$ cat src/cfsp_pkg.sv
// Shared types and constants for the clock synthesizer frequency planner.
`timescale 1ns / 1ps

package cfsp_pkg;

  // Shared divider geometry
  localparam int unsigned DvdW = 48;
  localparam int unsigned DvsW = 32;

  // Request transaction
  typedef struct packed {
    logic               transmit;
    logic [25:0]        lo_hz;
    logic signed [15:0] rit_hz;
  } in_item_t;

  // Register write transaction
  typedef struct packed {
    logic [7:0]  reg_addr;
    logic [7:0]  reg_data;
    logic        last;
    logic        soft_update;
    logic [10:0] divider;
    logic        error;
  } out_item_t;

  // Configuration register indexes
  localparam logic [1:0] CfgPitch      = 2'd0;
  localparam logic [1:0] CfgPpmWhole   = 2'd1;
  localparam logic [1:0] CfgPpmHundred = 2'd2;
  localparam logic [1:0] CfgXtal       = 2'd3;

  // Frequency plan limits
  localparam logic [39:0] VcoMin    = 40'd600000000;
  localparam logic [39:0] VcoMax    = 40'd900000000;
  localparam logic [31:0] VcoCenter = 32'd750000000;
  localparam logic [10:0] MsMin     = 11'd6;
  localparam logic [10:0] MsMax     = 11'd1800;
  localparam logic [19:0] FracDen   = 20'd1048575;
  localparam logic [7:0]  MultMin   = 8'd15;
  localparam logic [7:0]  MultMax   = 8'd90;

  // ppm scaling: 4*base*P/1e8 = ((base*P) >> 6) / 390625
  localparam logic [18:0] PpmDiv    = 19'd390625;
  // floor(2^34 / 390625), estimate that is low by at most two
  localparam logic [15:0] PpmRecip  = 16'd43980;

  // Synthesizer register map
  localparam logic [7:0] RegClk0     = 8'd16;
  localparam logic [7:0] RegPllA     = 8'd26;
  localparam logic [7:0] RegMs0      = 8'd42;
  localparam logic [7:0] RegPllReset = 8'd177;
  localparam logic [7:0] ClkOff      = 8'h80;
  localparam logic [7:0] ClkOn       = 8'h4F;
  localparam logic [7:0] PllResetVal = 8'hA0;

endpackage

$ cat src/clock_synth_frequency_planner.sv
// Top level: configuration registers, sequencer and register write stream.
`timescale 1ns / 1ps

// Each request is worked by a small sequencer around one 48-bit restoring
// divider and one 30x14 multiplier; the ppm correction uses a reciprocal
// estimate with a small fix-up and the PLL fraction split uses shift-and-add
// logic. A zero target skips the divisions and gives one error write; a hard
// retune whose soft check and first divider choice both fail takes six
// divisions before its writes. A request delivers 9 register writes for a
// soft update and 19 for a hard retune. The input stalls for the whole
// request; the last write may still wait in the output register while the
// next request is taken.

module clock_synth_frequency_planner (
  input  logic                 clk_i,
  input  logic                 rst_ni,
  input  logic                 in_valid_i,
  output logic                 in_stall_o,
  input  cfsp_pkg::in_item_t   in_data_i,
  output logic                 out_valid_o,
  input  logic                 out_stall_i,
  output cfsp_pkg::out_item_t  out_data_o,
  input  logic                 psel,
  input  logic                 penable,
  input  logic                 pwrite,
  input  logic [3:0]           paddr,
  input  logic [31:0]          pwdata,
  output logic [31:0]          prdata,
  output logic                 pready
);
  import cfsp_pkg::*;

  typedef enum logic [4:0] {
    S_IDLE, S_PROD, S_PPM_EST, S_PPM_WT, S_CHK, S_SOFT_WT, S_SOFT_MUL, S_SOFT_CHK,
    S_SOFT_DV, S_HARD, S_HARD_WT, S_HARD_MUL, S_HARD_CHK, S_FB_WT, S_FB_MUL,
    S_FIN, S_FIN_WT, S_NUM, S_NUM_WT, S_Q, S_EMIT, S_ERR
  } state_e;

  // Write stream steps (hard order; soft walks the PLL steps then clock on)
  localparam logic [4:0] StepClkOff   = 5'd0;
  localparam logic [4:0] StepPllFirst = 5'd1;
  localparam logic [4:0] StepPllLast  = 5'd8;
  localparam logic [4:0] StepMsFirst  = 5'd9;
  localparam logic [4:0] StepMsLast   = 5'd16;
  localparam logic [4:0] StepReset    = 5'd17;
  localparam logic [4:0] StepClkOn    = 5'd18;

  // Configuration registers
  logic [11:0] pitch_q;
  logic [7:0]  ppm_whole_q, ppm_hund_q;
  logic [25:0] xtal_q;

  always_ff @(posedge clk_i or negedge rst_ni) begin
    if (!rst_ni) begin
      pitch_q     <= 12'd700;
      ppm_whole_q <= '0;
      ppm_hund_q  <= '0;
      xtal_q      <= 26'd25000000;
    end else if (psel && penable && pwrite) begin
      unique case (paddr[3:2])
        CfgPitch:      pitch_q     <= pwdata[11:0];
        CfgPpmWhole:   ppm_whole_q <= pwdata[7:0];
        CfgPpmHundred: ppm_hund_q  <= pwdata[7:0];
        CfgXtal:       xtal_q      <= pwdata[25:0];
        default:       pitch_q     <= pitch_q;
      endcase
    end
  end

  always_comb begin
    unique case (paddr[3:2])
      CfgPitch:      prdata = {20'd0, pitch_q};
      CfgPpmWhole:   prdata = {24'd0, ppm_whole_q};
      CfgPpmHundred: prdata = {24'd0, ppm_hund_q};
      CfgXtal:       prdata = {6'd0, xtal_q};
      default:       prdata = '0;
    endcase
  end
  assign pready = 1'b1;

  // Combined ppm correction, 100*whole + hundredths, as sign and magnitude
  logic signed [15:0] pw_ext, ph_ext, ppm_s, ppm_neg_s;
  logic               ppm_neg;
  logic [13:0]        ppm_mag;
  logic [25:0]        xt;

  assign pw_ext    = 16'(signed'(ppm_whole_q));
  assign ph_ext    = 16'(signed'(ppm_hund_q));
  assign ppm_s     = (pw_ext <<< 6) + (pw_ext <<< 5) + (pw_ext <<< 2) + ph_ext;
  assign ppm_neg   = ppm_s[15];
  assign ppm_neg_s = -ppm_s;
  assign ppm_mag   = ppm_neg ? ppm_neg_s[13:0] : ppm_s[13:0];
  assign xt        = (xtal_q == '0) ? 26'd1 : xtal_q;

  // Request base frequency, negative saturates to zero
  logic signed [27:0] base_s;
  logic [26:0]        base_in;

  assign base_s = in_data_i.transmit
                ? signed'({2'b00, in_data_i.lo_hz}) + signed'({16'd0, pitch_q})
                : signed'({2'b00, in_data_i.lo_hz}) + 28'(in_data_i.rit_hz);
  assign base_in = base_s[27] ? '0 : base_s[26:0];

  // Sequencer state and datapath registers
  state_e      state_q;
  logic [26:0] base_q;
  logic [39:0] prod_q;
  logic [15:0] q0_q;
  logic [29:0] target_q;
  logic [39:0] pll_q;
  logic [10:0] div_q, held_q;
  logic        soft_q;
  logic [7:0]  mult_q;
  logic [25:0] rem_q;
  logic [19:0] num_q;
  logic [17:0] p1_q;
  logic [19:0] p2_q;
  logic [4:0]  step_q;
  logic        out_valid_q;
  out_item_t   out_q;

  // Shared multiplier
  logic [29:0] mul_a;
  logic [13:0] mul_b;
  logic [43:0] mul_p;

  assign mul_a = (state_q == S_PROD) ? {3'b000, base_q} : target_q;
  assign mul_b = (state_q == S_PROD) ? ppm_mag : {3'b000, div_q};
  assign mul_p = mul_a * mul_b;

  // ppm quotient: reciprocal estimate, then fix-up of at most two
  logic [31:0] est_p;
  logic [34:0] qd_p, ppm_rem;
  logic [15:0] ppm_q;

  assign est_p   = 32'(prod_q[39:24]) * 32'(PpmRecip);
  assign qd_p    = 35'(q0_q) * 35'(PpmDiv);
  assign ppm_rem = {1'b0, prod_q[39:6]} - qd_p;

  always_comb begin
    if (ppm_rem >= {15'd0, PpmDiv, 1'b0})  ppm_q = q0_q + 16'd2;
    else if (ppm_rem >= {16'd0, PpmDiv})   ppm_q = q0_q + 16'd1;
    else                                   ppm_q = q0_q;
  end

  // Fraction split of 128*num by 2^20-1: high bits fold into the low bits
  logic [20:0] frac_s;
  logic [7:0]  frac_q8;
  logic [19:0] frac_r;

  assign frac_s = {14'd0, num_q[19:13]} + {1'b0, num_q[12:0], 7'd0};

  always_comb begin
    if (frac_s >= {1'b0, FracDen}) begin
      frac_q8 = {1'b0, num_q[19:13]} + 8'd1;
      frac_r  = 20'(frac_s - {1'b0, FracDen});
    end else begin
      frac_q8 = {1'b0, num_q[19:13]};
      frac_r  = frac_s[19:0];
    end
  end

  // Shared divider hookup
  logic            div_start, div_done;
  logic [DvdW-1:0] div_dvd, div_quo;
  logic [DvsW-1:0] div_dvs, div_rem;

  always_comb begin
    div_start = 1'b0;
    div_dvd   = '0;
    div_dvs   = 32'd1;
    unique case (state_q)
      S_CHK: begin
        div_start = held_q >= MsMin;
        div_dvd   = {8'd0, VcoMax};
        div_dvs   = {21'd0, held_q};
      end
      S_SOFT_CHK: begin
        div_start = pll_q >= VcoMin;
        div_dvd   = {8'd0, pll_q};
        div_dvs   = {6'd0, xt};
      end
      S_HARD: begin
        div_start = 1'b1;
        div_dvd   = {16'd0, VcoCenter};
        div_dvs   = {2'b00, target_q};
      end
      S_HARD_CHK: begin
        div_start = (pll_q > VcoMax) || (pll_q < VcoMin);
        div_dvd   = {8'd0, VcoMax};
        div_dvs   = {2'b00, target_q};
      end
      S_FIN: begin
        div_start = 1'b1;
        div_dvd   = {8'd0, pll_q};
        div_dvs   = {6'd0, xt};
      end
      S_NUM: begin
        div_start = 1'b1;
        div_dvd   = {2'b00, rem_q, 20'd0} - {22'd0, rem_q};
        div_dvs   = {6'd0, xt};
      end
      default: div_start = 1'b0;
    endcase
  end

  cfsp_divider u_div (
    .clk_i      (clk_i),
    .rst_ni     (rst_ni),
    .start_i    (div_start),
    .dividend_i (div_dvd),
    .divisor_i  (div_dvs),
    .done_o     (div_done),
    .quo_o      (div_quo),
    .rem_o      (div_rem)
  );

  // Divider choices for a hard retune
  logic [10:0] hard_div, fb_div, fb_cap;
  logic [29:0] target_d;
  logic [15:0] dmag;

  always_comb begin
    if (div_quo < DvdW'(MsMin))      hard_div = MsMin;
    else if (div_quo > DvdW'(MsMax)) hard_div = MsMax;
    else                             hard_div = div_quo[10:0];
    hard_div = {hard_div[10:1], 1'b0};

    fb_cap = (div_quo > DvdW'(MsMax)) ? MsMax : div_quo[10:0];
    fb_cap = {fb_cap[10:1], 1'b0};
    fb_div = (fb_cap < MsMin) ? MsMin : fb_cap;

    dmag     = {ppm_q[15:2], 2'b00};
    target_d = ppm_neg ? {1'b0, base_q, 2'b00} + {14'd0, dmag}
                       : {1'b0, base_q, 2'b00} - {14'd0, dmag};
  end

  // Byte of a PLL or multisynth parameter block
  function automatic logic [7:0] blk_byte(input logic [2:0] b, input logic [17:0] p1,
                                         input logic [19:0] p2, input logic [19:0] p3);
    logic [7:0] r;
    unique case (b)
      3'd0:    r = p3[15:8];
      3'd1:    r = p3[7:0];
      3'd2:    r = {6'd0, p1[17:16]};
      3'd3:    r = p1[15:8];
      3'd4:    r = p1[7:0];
      3'd5:    r = {p3[19:16], p2[19:16]};
      3'd6:    r = p2[15:8];
      default: r = p2[7:0];
    endcase
    return r;
  endfunction

  // Next write of the stream
  logic [17:0] ms_p1;
  logic [2:0]  pll_b, ms_b;
  out_item_t   emit_item, err_item;
  logic        out_free;

  assign ms_p1 = {div_q, 7'd0} - 18'd512;
  assign pll_b = 3'(step_q - StepPllFirst);
  assign ms_b  = 3'(step_q - StepMsFirst);

  always_comb begin
    emit_item             = '0;
    emit_item.soft_update = soft_q;
    emit_item.divider     = div_q;
    emit_item.last        = step_q == StepClkOn;
    if (step_q == StepClkOff) begin
      emit_item.reg_addr = RegClk0;
      emit_item.reg_data = ClkOff;
    end else if (step_q <= StepPllLast) begin
      emit_item.reg_addr = RegPllA + {5'd0, pll_b};
      emit_item.reg_data = blk_byte(pll_b, p1_q, p2_q, FracDen);
    end else if (step_q <= StepMsLast) begin
      emit_item.reg_addr = RegMs0 + {5'd0, ms_b};
      emit_item.reg_data = blk_byte(ms_b, ms_p1, 20'd0, 20'd1);
    end else if (step_q == StepReset) begin
      emit_item.reg_addr = RegPllReset;
      emit_item.reg_data = PllResetVal;
    end else begin
      emit_item.reg_addr = RegClk0;
      emit_item.reg_data = ClkOn;
    end
    err_item       = '0;
    err_item.last  = 1'b1;
    err_item.error = 1'b1;
  end

  assign out_free = !out_valid_q || !out_stall_i;

  // Sequencer
  always_ff @(posedge clk_i or negedge rst_ni) begin
    if (!rst_ni) begin
      state_q     <= S_IDLE;
      held_q      <= '0;
      out_valid_q <= 1'b0;
      soft_q      <= 1'b0;
      step_q      <= '0;
    end else begin
      if (!out_stall_i) out_valid_q <= 1'b0;
      unique case (state_q)
        S_IDLE: begin
          if (in_valid_i) begin
            base_q  <= base_in;
            state_q <= S_PROD;
          end
        end
        S_PROD: begin
          prod_q  <= mul_p[39:0];
          state_q <= S_PPM_EST;
        end
        S_PPM_EST: begin
          q0_q    <= est_p[31:16];
          state_q <= S_PPM_WT;
        end
        S_PPM_WT: begin
          target_q <= target_d;
          state_q  <= (target_d == '0) ? S_ERR : S_CHK;
        end
        S_CHK: begin
          soft_q  <= 1'b0;
          div_q   <= held_q;
          state_q <= (held_q >= MsMin) ? S_SOFT_WT : S_HARD;
        end
        S_SOFT_WT: begin
          if (div_done) begin
            state_q <= ({18'd0, target_q} <= div_quo) ? S_SOFT_MUL : S_HARD;
          end
        end
        S_SOFT_MUL: begin
          pll_q   <= mul_p[39:0];
          state_q <= S_SOFT_CHK;
        end
        S_SOFT_CHK: state_q <= (pll_q >= VcoMin) ? S_SOFT_DV : S_HARD;
        S_SOFT_DV: begin
          if (div_done) begin
            if (div_quo[7:0] >= MultMin && div_quo[7:0] <= MultMax) begin
              soft_q  <= 1'b1;
              state_q <= S_FIN;
            end else begin
              state_q <= S_HARD;
            end
          end
        end
        S_HARD: state_q <= S_HARD_WT;
        S_HARD_WT: begin
          if (div_done) begin
            div_q   <= hard_div;
            state_q <= S_HARD_MUL;
          end
        end
        S_HARD_MUL: begin
          pll_q   <= mul_p[39:0];
          state_q <= S_HARD_CHK;
        end
        S_HARD_CHK: begin
          state_q <= ((pll_q > VcoMax) || (pll_q < VcoMin)) ? S_FB_WT : S_FIN;
        end
        S_FB_WT: begin
          if (div_done) begin
            div_q   <= fb_div;
            state_q <= S_FB_MUL;
          end
        end
        S_FB_MUL: begin
          pll_q   <= mul_p[39:0];
          state_q <= S_FIN;
        end
        S_FIN: state_q <= S_FIN_WT;
        S_FIN_WT: begin
          if (div_done) begin
            mult_q  <= div_quo[7:0];
            rem_q   <= div_rem[25:0];
            state_q <= S_NUM;
          end
        end
        S_NUM: state_q <= S_NUM_WT;
        S_NUM_WT: begin
          if (div_done) begin
            num_q   <= div_quo[19:0];
            state_q <= S_Q;
          end
        end
        S_Q: begin
          p1_q    <= {3'd0, mult_q, 7'd0} + {10'd0, frac_q8} - 18'd512;
          p2_q    <= frac_r;
          held_q  <= div_q;
          step_q  <= soft_q ? StepPllFirst : StepClkOff;
          state_q <= S_EMIT;
        end
        S_EMIT: begin
          if (out_free) begin
            out_q       <= emit_item;
            out_valid_q <= 1'b1;
            if (step_q == StepClkOn) begin
              state_q <= S_IDLE;
            end else if (soft_q && step_q == StepPllLast) begin
              step_q <= StepClkOn;
            end else begin
              step_q <= step_q + 1'b1;
            end
          end
        end
        S_ERR: begin
          if (out_free) begin
            out_q       <= err_item;
            out_valid_q <= 1'b1;
            state_q     <= S_IDLE;
          end
        end
        default: state_q <= S_IDLE;
      endcase
    end
  end

  assign in_stall_o  = state_q != S_IDLE;
  assign out_valid_o = out_valid_q;
  assign out_data_o  = out_q;

endmodule

$ cat src/cfsp_divider.sv
// Shared restoring divider, one quotient bit per cycle.
`timescale 1ns / 1ps

module cfsp_divider (
  input  logic                      clk_i,
  input  logic                      rst_ni,
  input  logic                      start_i,
  input  logic [cfsp_pkg::DvdW-1:0] dividend_i,
  input  logic [cfsp_pkg::DvsW-1:0] divisor_i,
  output logic                      done_o,
  output logic [cfsp_pkg::DvdW-1:0] quo_o,
  output logic [cfsp_pkg::DvsW-1:0] rem_o
);
  import cfsp_pkg::*;

  localparam int unsigned CntW = $clog2(DvdW + 1);

  logic            busy_q, done_q;
  logic [CntW-1:0] cnt_q;
  logic [DvdW-1:0] dvd_q, quo_q;
  logic [DvsW-1:0] rem_q, dvs_q;
  logic [DvsW:0]   trial;
  logic            fits;

  // Trial subtraction of the next partial remainder
  assign trial = {rem_q, dvd_q[DvdW-1]};
  assign fits  = trial >= {1'b0, dvs_q};

  always_ff @(posedge clk_i or negedge rst_ni) begin
    if (!rst_ni) begin
      busy_q <= 1'b0;
      done_q <= 1'b0;
      cnt_q  <= '0;
    end else begin
      done_q <= 1'b0;
      if (start_i) begin
        busy_q <= 1'b1;
        cnt_q  <= CntW'(DvdW);
      end else if (busy_q) begin
        cnt_q <= cnt_q - 1'b1;
        if (cnt_q == CntW'(1)) begin
          busy_q <= 1'b0;
          done_q <= 1'b1;
        end
      end
    end
  end

  // Datapath
  always_ff @(posedge clk_i) begin
    if (start_i) begin
      dvd_q <= dividend_i;
      dvs_q <= divisor_i;
      rem_q <= '0;
      quo_q <= '0;
    end else if (busy_q) begin
      dvd_q <= {dvd_q[DvdW-2:0], 1'b0};
      quo_q <= {quo_q[DvdW-2:0], fits};
      rem_q <= fits ? DvsW'(trial - {1'b0, dvs_q}) : trial[DvsW-1:0];
    end
  end

  assign done_o = done_q;
  assign quo_o  = quo_q;
  assign rem_o  = rem_q;

endmodule

$ cat config.mk
export PLATFORM = sky130hd
export DESIGN_NAME = clock_synth_frequency_planner
export DESIGN_NICKNAME = d
export VERILOG_FILES = /design/src/cfsp_pkg.sv /design/src/clock_synth_frequency_planner.sv /design/src/cfsp_divider.sv
export SDC_FILE = /design/constraint.sdc
export NUM_CORES = 2
export LEC_CHECK = 0
export BUFFER_PORTS_ARGS = -buffer_cell sky130_fd_sc_hd__buf_2
export CAP_MARGIN = 5
export CORE_MARGIN = 2
export CORE_UTILIZATION = 35
export CTS_BUF_LIST = sky130_fd_sc_hd__clkbuf_4 sky130_fd_sc_hd__clkbuf_8
export DETAILED_ROUTE_END_ITERATION = 7
export GPL_ROUTABILITY_DRIVEN = 0
export GPL_TIMING_DRIVEN = 0
export PLACE_DENSITY_LB_ADDON = 0.3
export SETUP_SLACK_MARGIN = 0.2
export SYNTH_ARGS = -nofsm -noshare
export SYNTH_HDL_FRONTEND = slang
export SYNTH_HIERARCHICAL = 1
export SYNTH_SLANG_ARGS = --single-unit
export TNS_END_PERCENT = 10
$ cat constraint.sdc
create_clock -name clk_i -period 23.6 [get_ports clk_i]
set_input_delay 4.72 -clock clk_i [delete_from_list [all_inputs] [get_ports clk_i]]
set_output_delay 4.72 -clock clk_i [all_outputs]
set_load 0.05 [all_outputs]
# Yosys cells after proc, flatten, opt, wreduce, memory -nomap -nowiden
# Cells that the tools add are included.
[totals] mem_bits_rw=0 latch_bits=0 rom_bits=0 ff_bits=531 input_bits=86 out_inout_bits=65 n_memories=0 wordCells=240
[op_classes] magnitude_cmp=16 n_reduce_logical=45 mux=68 bitwise_logic=0 shift=0 n_mul=3 n_addsub=25 n_eq_ne=50 div_mod_pow=0
[ops] cell="48-bit one-hot mux with 4 select lines" n=1
[ops] cell="32-bit one-hot mux with 4 select lines" n=1
[ops] cell="30-bit 2-to-1 mux" n=4
[ops] cell="5-bit one-hot mux with 22 select lines" n=1
[ops] cell="16-bit 2-to-1 mux" n=6
[ops] cell="48-bit 2-to-1 mux" n=2
[ops] cell="30-bit one-hot mux with 3 select lines" n=1
[ops] cell="5-bit 2-to-1 mux" n=14
[ops] cell="30-bit one-hot mux with 2 select lines" n=1
[ops] cell="11-bit 2-to-1 mux" n=5
[ops] cell="48-bit by 11-bit greater-than comparator with 1-bit output (second input constant)" n=1
[ops] cell="30-bit by 48-bit <= comparator with 1-bit output" n=1
[ops] cell="48-bit by 3-bit < comparator with 1-bit output (second input constant)" n=1
[ops] cell="8-bit one-hot mux with 6 select lines" n=1
[ops] cell="46-bit by 26-bit subtractor with 47-bit output" n=1
[ops] cell="5-bit by 4-bit equality test with 1-bit output (second input constant)" n=9
[ops] cell="5-bit equality test (second input constant)" n=8
[ops] cell="40-bit by 30-bit greater-or-equal comparator with 1-bit output (second input constant)" n=1
[ops] cell="40-bit by 30-bit greater-than comparator with 1-bit output (second input constant)" n=1
[ops] cell="40-bit by 30-bit < comparator with 1-bit output (second input constant)" n=1
[ops] cell="30-bit by 14-bit multiplier with 40-bit output" n=1
[ops] cell="35-bit by 19-bit greater-or-equal comparator with 1-bit output (second input constant)" n=1
[ops] cell="35-bit by 20-bit greater-or-equal comparator with 1-bit output (second input constant)" n=1
[ops] cell="16-bit by 19-bit multiplier with 35-bit output (second input constant)" n=1
[ops] cell="other kinds (76)" n=142

# Longest topological paths before layout
[depth] depth_word=10 depth_mapped=53

# Modules after synthesis
# The synthesis kept the hierarchy.
[by_module_without_submodules] module="clock_synth_frequency_planner" cells_each=4783 area_per_inst_um2=45645.0 n_inst=1 seq_area_each_um2=10027.1
[by_module_without_submodules] module="cfsp_divider" cells_each=785 area_per_inst_um2=8346.8 n_inst=1 seq_area_each_um2=4204.0

# Worst setup path before layout
# Ideal clock, no wire load.
[synth_path] path_kind="reg2reg" start="register q0_q[4]" end="register state_q[0]" setup_time_ns=0.087 synth_period_minus_slack_ns=11.412 arrival_time_ns=11.325 required_time_ns=23.513 slack_ns=12.188 path_stages_with_launch=53 cell_sequence="edfxtp_1 -> clkbuf_1 -> inv_1 -> fa_1 -> inv_1 -> fa_1 -> inv_1 -> fa_1 -> fa_1 -> fa_1 -> inv_1 -> fa_1 -> inv_1 -> ha_1 -> clkbuf_1 -> a21oi_1 -> o21a_1 -> o221a_2 -> [17 not listed] -> o21ai_0 -> nand2_1 -> a21o_1 -> a21o_1 -> nand3_1 -> a31oi_1 -> a21o_1 -> a211oi_1 -> o21ai_0 -> a22oi_1 -> a31oi_1 -> a21oi_2 -> a21oi_2 -> a2111oi_2 -> o21bai_1 -> xor2_1 -> nand4b_1 -> a211oi_2"
[synth_via] elab_chain_len=10
[synth_lines] element="start: declaration" line_no="clock_synth_frequency_planner.sv:108" rtl="logic [15:0] q0_q;"
[synth_lines] element="start signal: assignment" line_no="clock_synth_frequency_planner.sv:315" rtl="q0_q <= est_p[31:16];"
[synth_lines] element="16-bit by 19-bit multiplier with 35-bit output" line_no="clock_synth_frequency_planner.sv:137" rtl="assign qd_p = 35'(q0_q) * 35'(PpmDiv);"
[synth_lines] element="34-bit by 35-bit subtractor with 35-bit output" line_no="clock_synth_frequency_planner.sv:138" rtl="assign ppm_rem = {1'b0, prod_q[39:6]} - qd_p;"
[synth_lines] element="35-bit by 19-bit greater-or-equal comparator with 1-bit output" line_no="clock_synth_frequency_planner.sv:142" rtl="else if (ppm_rem >= {16'd0, PpmDiv}) ppm_q = q0_q + 16'd1;"
[synth_lines] element="16-bit 2-to-1 mux" line_no="clock_synth_frequency_planner.sv:142"
[synth_lines] element="16-bit 2-to-1 mux *" line_no="clock_synth_frequency_planner.sv:141" rtl="if (ppm_rem >= {15'd0, PpmDiv, 1'b0}) ppm_q = q0_q + 16'd2;"
[synth_lines] element="29-bit by 16-bit subtractor with 30-bit output or 29-bit by 16-bit adder with 30-bit output (tied branches)" line_no="clock_synth_frequency_planner.sv:235, clock_synth_frequency_planner.sv:234"
[synth_lines] element="30-bit 2-to-1 mux *" line_no="clock_synth_frequency_planner.sv:234" rtl="target_d = ppm_neg ? {1'b0, base_q, 2'b00} + {14'd0, dmag}"
[synth_lines] element="via target_d[28]" line_no="clock_synth_frequency_planner.sv:220" rtl="logic [29:0] target_d;"
[synth_lines] element="30-bit zero test *" line_no="clock_synth_frequency_planner.sv:320" rtl="state_q <= (target_d == '0) ? S_ERR : S_CHK;"
[synth_lines] element="5-bit 2-to-1 mux *" line_no="clock_synth_frequency_planner.sv:320"
[synth_lines] element="5-bit one-hot mux with 22 select lines *" line_no="clock_synth_frequency_planner.sv:303" rtl="unique case (state_q)"
[synth_lines] element="end signal: assignment" line_no="clock_synth_frequency_planner.sv:320"
[synth_lines] element="end signal: assignment" line_no="clock_synth_frequency_planner.sv:325" rtl="state_q <= (held_q >= MsMin) ? S_SOFT_WT : S_HARD;"
[synth_lines] element="end signal: assignment" line_no="clock_synth_frequency_planner.sv:329" rtl="state_q <= ({18'd0, target_q} <= div_quo) ? S_SOFT_MUL : S_HARD;"
[synth_lines] element="end: declaration" line_no="clock_synth_frequency_planner.sv:105" rtl="state_e state_q;"
# Mark *: on every way through the listed nets, which the timed path passes. The rest lies on a longest branch.
# A chain may end at the register's enable or synchronous reset.

# Final worst setup path
[layout_path] start="register ppm_whole_q[0]" end="register prod_q[37] (data pin)"
[layout_via] elab_chain_len=7
[layout_lines] element="start: declaration" line_no="clock_synth_frequency_planner.sv:50" rtl="logic [7:0] ppm_whole_q, ppm_hund_q;"
[layout_lines] element="start signal: assignment" line_no="clock_synth_frequency_planner.sv:62" rtl="CfgPpmWhole: ppm_whole_q <= pwdata[7:0];"
[layout_lines] element="14-bit by 13-bit adder with 15-bit output" line_no="clock_synth_frequency_planner.sv:89" rtl="assign ppm_s = (pw_ext <<< 6) + (pw_ext <<< 5) + (pw_ext <<< 2) + ph_ext;"
[layout_lines] element="15-bit by 10-bit adder with 16-bit output *" line_no="clock_synth_frequency_planner.sv:89"
[layout_lines] element="16-bit by 8-bit adder with 16-bit output *" line_no="clock_synth_frequency_planner.sv:89"
[layout_lines] element="14-bit negation" line_no="clock_synth_frequency_planner.sv:91" rtl="assign ppm_neg_s = -ppm_s;"
[layout_lines] element="14-bit 2-to-1 mux *" line_no="clock_synth_frequency_planner.sv:92" rtl="assign ppm_mag = ppm_neg ? ppm_neg_s[13:0] : ppm_s[13:0];"
[layout_lines] element="14-bit 2-to-1 mux *" line_no="clock_synth_frequency_planner.sv:128" rtl="assign mul_b = (state_q == S_PROD) ? ppm_mag : {3'b000, div_q};"
[layout_lines] element="30-bit by 14-bit multiplier with 40-bit output *" line_no="clock_synth_frequency_planner.sv:129" rtl="assign mul_p = mul_a * mul_b;"
[layout_lines] element="via mul_p[37]" line_no="clock_synth_frequency_planner.sv:125" rtl="logic [43:0] mul_p;"
[layout_lines] element="end signal: assignment" line_no="clock_synth_frequency_planner.sv:311" rtl="prod_q <= mul_p[39:0];"
[layout_lines] element="end: declaration" line_no="clock_synth_frequency_planner.sv:107" rtl="logic [39:0] prod_q;"
# Marked as above.

==> out/metrics.json <==
{
  "fin_crit_sh": 0.643,
  "cpMostUsedCell": "sky130_fd_sc_hd__a21oi_1",
  "rows": 144,
  "globalRouteTotalUtil": 0.202,
  "max-slew-margin-rel": 0.118,
  "most-common-layout-cells": "sky130_fd_sc_hd__inv_1, sky130_fd_sc_hd__nand2_1, sky130_fd_sc_hd__fa_1, sky130_fd_sc_hd__ha_1, sky130_fd_sc_hd__nor2_1",
  "ctsHoldBuffers": 0,
  "tritoncts.num_buffers": 90,
  "antenna_violations_before_repair": 4,
  "postCtsResizedCells": 0,
  "via_count_of_the_first_global_routing_pass": 41700,
  "timing.setup.critical_path_class": "reg -> reg",
  "synth-compound-area-share": 0.106,
  "dieHeight_microns": 397,
  "finalCoreUtilization": 0.388,
  "largest_net_degree_at_the_start_of_global_routing": 70,
  "ctsHtreeMaxLevel": 3,
  "tritoncts": "yes",
  "routed-via-count": 42100,
  "finalSetupTns_ps": 0,
  "yosys_warnings": 6,
  "io_pins": 151,
  "dieArea_sq_um": 157000,
  "drt_drc_violations_left": 0,
  "critical_path_peak_fanout": 10,
  "grt_overflow": 0,
  "wire_per_inst_microns": 20.3,
  "placed_cell_area_sq_um": 57600,
  "antenna_violating_nets_left": 0,
  "ys.flop_type": "sky130_fd_sc_hd__edfxtp_1",
  "unrepaired_setup_endpoints_after_global_routing": "false",
  "critPathLaunchType": "register",
  "clock-root-buffer": "sky130_fd_sc_hd__clkbuf_8",
  "number_of_flops_mapped_to_enable_cells_by_yosys": 349,
  "outcome": "complete, no violations",
  "synth.cell_area_sq_um": 54000,
  "cpPeakStageDelay_ps": 830,
  "tightestPinTransition_ps": 1290,
  "post_route_cells_drive_above_1_share": 0.0916,
  "cp_slowest_cell": "sky130_fd_sc_hd__clkbuf_1",
  "fin_nets": 6992,
  "via_per_inst": 5.30,
  "placed_cells": 7768,
  "synth_cell_type_count": 115,
  "post_synthesis_mux_area_share": 0.0426,
  "drt_first_iter_violations": 3766,
  "synth_top_family_by_area": "adder cells",
  "worstPathArrival_ps": 15600,
  "instances_no_fill": 7939,
  "layout.cells.most_common": "sky130_fd_sc_hd__inv_1",
  "portBuffers": 132,
  "clk_path_buf_depth": 3,
  "worst_hold_path_type": "reg -> reg",
  "post-route-min-period_ps": 15170,
  "worst_setup_path_end_kind": "register",
  "yosys.area_share.simple": 0.141,
  "worst_ep_required_time_ps": 24030,
  "slew_viol_final": 0,
  "area_share_of_fa_ha_maj_cells_after_synthesis": 0.332,
  "cts_sinks": 514,
  "initial_core_util": 0.351,
  "hold_viol": 0,
  "syn_inst": 5568,
  "static-leakage-power_nw": 26.3,
  "cts_setup_buffers": 0,
  "timing.clock.skew_ps": 62.7,
  "finalHoldWorstSlack_ps": 494,
  "synth-seq-area-share": 0.264,
  "syn2layout_area_growth_pct": 10.4,
  "power.density_cell_area_nw_per_um2": 49.2,
  "post_layout_instance_area_sq_um": 59600,
  "vdd_ir_drop_max_mv": 0.0668,
  "async_flop_share": 0.165,
  "final-setup-viol-count": 0,
  "average_cell_area_after_synthesis_sq_um": 9.70,
  "clock_insertion_delay_worst_skew_ps": 780,
  "postSynthRegisterBits": 514,
  "max_cap_viol_count": 0,
  "die-width_microns": 397,
  "grt_pass1_wl_microns": 247000,
  "peak_clock_frequency_supported_by_timing_mhz": 65.9,
  "post-dp-hpwl_microns": 132000,
  "yosys.area_share.xor_xnor": 0.0428,
  "core_area_sq_um": 154000,
  "wirelength_microns": 161000,
  "detailedRoute.firstPassIterationCount": 7,
  "clkSlewWorstSetupHoldPaths_ps": 60
}
per-layer routing:
metal / track usage / part of all wire / up-vias
met1: 0.283 / 0.44 / 20800
met3: 0.0294 / 0.074 / 295
met5: 0 / 0.00022 / -
li1: - / - / 19300
met4: 0.0697 / 0.037 / 6
met2: 0.320 / 0.45 / 1653
final cells by class:
type | instances | area, sq um
buffer | 189 | 803
clock buffer | 127 | 1540
sequential | 514 | 14200
timing repair buffer | 147 | 935
fill | 15300 | 94100
antenna | 2 | 5.00
multi-input combinational | 4047 | 35900
inverter | 827 | 3100
clock inverter | 42 | 508
tap | 2044 | 2560
worst max-delay path: cells and delay by family (launching register included):
kind | cells | cell delay, ps
and+or+nand+nor | 6 | 700
buffers and inverters | 7 | 2150
AOI/OAI and AO/OA | 23 | 6010
adders and majority gates | 10 | 4100
DFF | 1 | 460
xor gates and xnor gates | 3 | 1420
state kept, by name, summed over array words and instances (netlist names), 27 cells and up:
name         count
u_div/dvd_q     48
u_div/quo_o     48
pll_q           40
prod_q          34
u_div/dvs_q     32
u_div/rem_o     32
out_data_o      29
target_q        28
base_q          27
worst paths after layout:
path	cells past startpoint	slack, ps	start	endpoint
min reg2reg	2	490	u_div/rem_o[26]$_SDFFE_PP0P_	u_div/rem_o[27]$_SDFFE_PP0P_
max	49	8430	ppm_whole_q[0]$_DFFE_PN0P_	prod_q[37]$_DFFE_PP_
max in group asynchronous	2	18970	rst_ni	xtal_q[24]$_DFFE_PN1P_
min	2	490	u_div/rem_o[26]$_SDFFE_PP0P_	u_div/rem_o[27]$_SDFFE_PP0P_
max reg2reg	49	8430	ppm_whole_q[0]$_DFFE_PN0P_	prod_q[37]$_DFFE_PP_
min in group asynchronous	1	3880	rst_ni	held_q[1]$_DFFE_PN0N_
through the flow:
stage	worst slack [ps]	total power [mW]
finish	8430	2.93
detailed placement	8740	1.98
global route	7760	3.07
global placement	8860	1.97
floorplan	12190	1.72
CTS	8610	2.94
logic make-up (layout without fill, tap and decap cells):
family	after synthesis	count (layout)
AO/OA/AOI/OAI	837	837
XOR/XNOR	260	260
adder cells (fa/ha/maj)	1090	1090
buffers and inverters	1016	1332
flip-flops	514	514
multiplexers	206	206
other	2	13
AND/OR/NAND/NOR	1643	1643
report_power, final:
group / switching [mW] / internal [mW] / leakage [nW]
logic: 0.584 / 0.346 / 20.4
clock network: 0.411 / 0.538 / 1.07
registers: 0.0422 / 1.01 / 4.79
cells in the mapped netlist, types with 59 or more instances:
cell type	number	share of area
sky130_fd_sc_hd__xor2_1	86	0.014
sky130_fd_sc_hd__fa_1	570	0.21
sky130_fd_sc_hd__nand3_1	84	0.0078
sky130_fd_sc_hd__mux2i_1	86	0.016
sky130_fd_sc_hd__nor2_1	445	0.031
sky130_fd_sc_hd__o21ai_0	154	0.014
sky130_fd_sc_hd__mux2_2	110	0.023
sky130_fd_sc_hd__a21oi_1	218	0.020
sky130_fd_sc_hd__dfxtp_1	80	0.030
sky130_fd_sc_hd__dfrtp_1	67	0.031
sky130_fd_sc_hd__nor3_1	83	0.0077
sky130_fd_sc_hd__inv_1	824	0.057
sky130_fd_sc_hd__nand2_1	611	0.042
sky130_fd_sc_hd__a21o_1	59	0.0082
sky130_fd_sc_hd__and3_1	67	0.0078
sky130_fd_sc_hd__edfxtp_1	349	0.19
sky130_fd_sc_hd__ha_1	520	0.12
sky130_fd_sc_hd__clkbuf_1	145	0.010
sky130_fd_sc_hd__xnor2_1	172	0.028
Note: power is estimated with default switching activity, not from simulation.
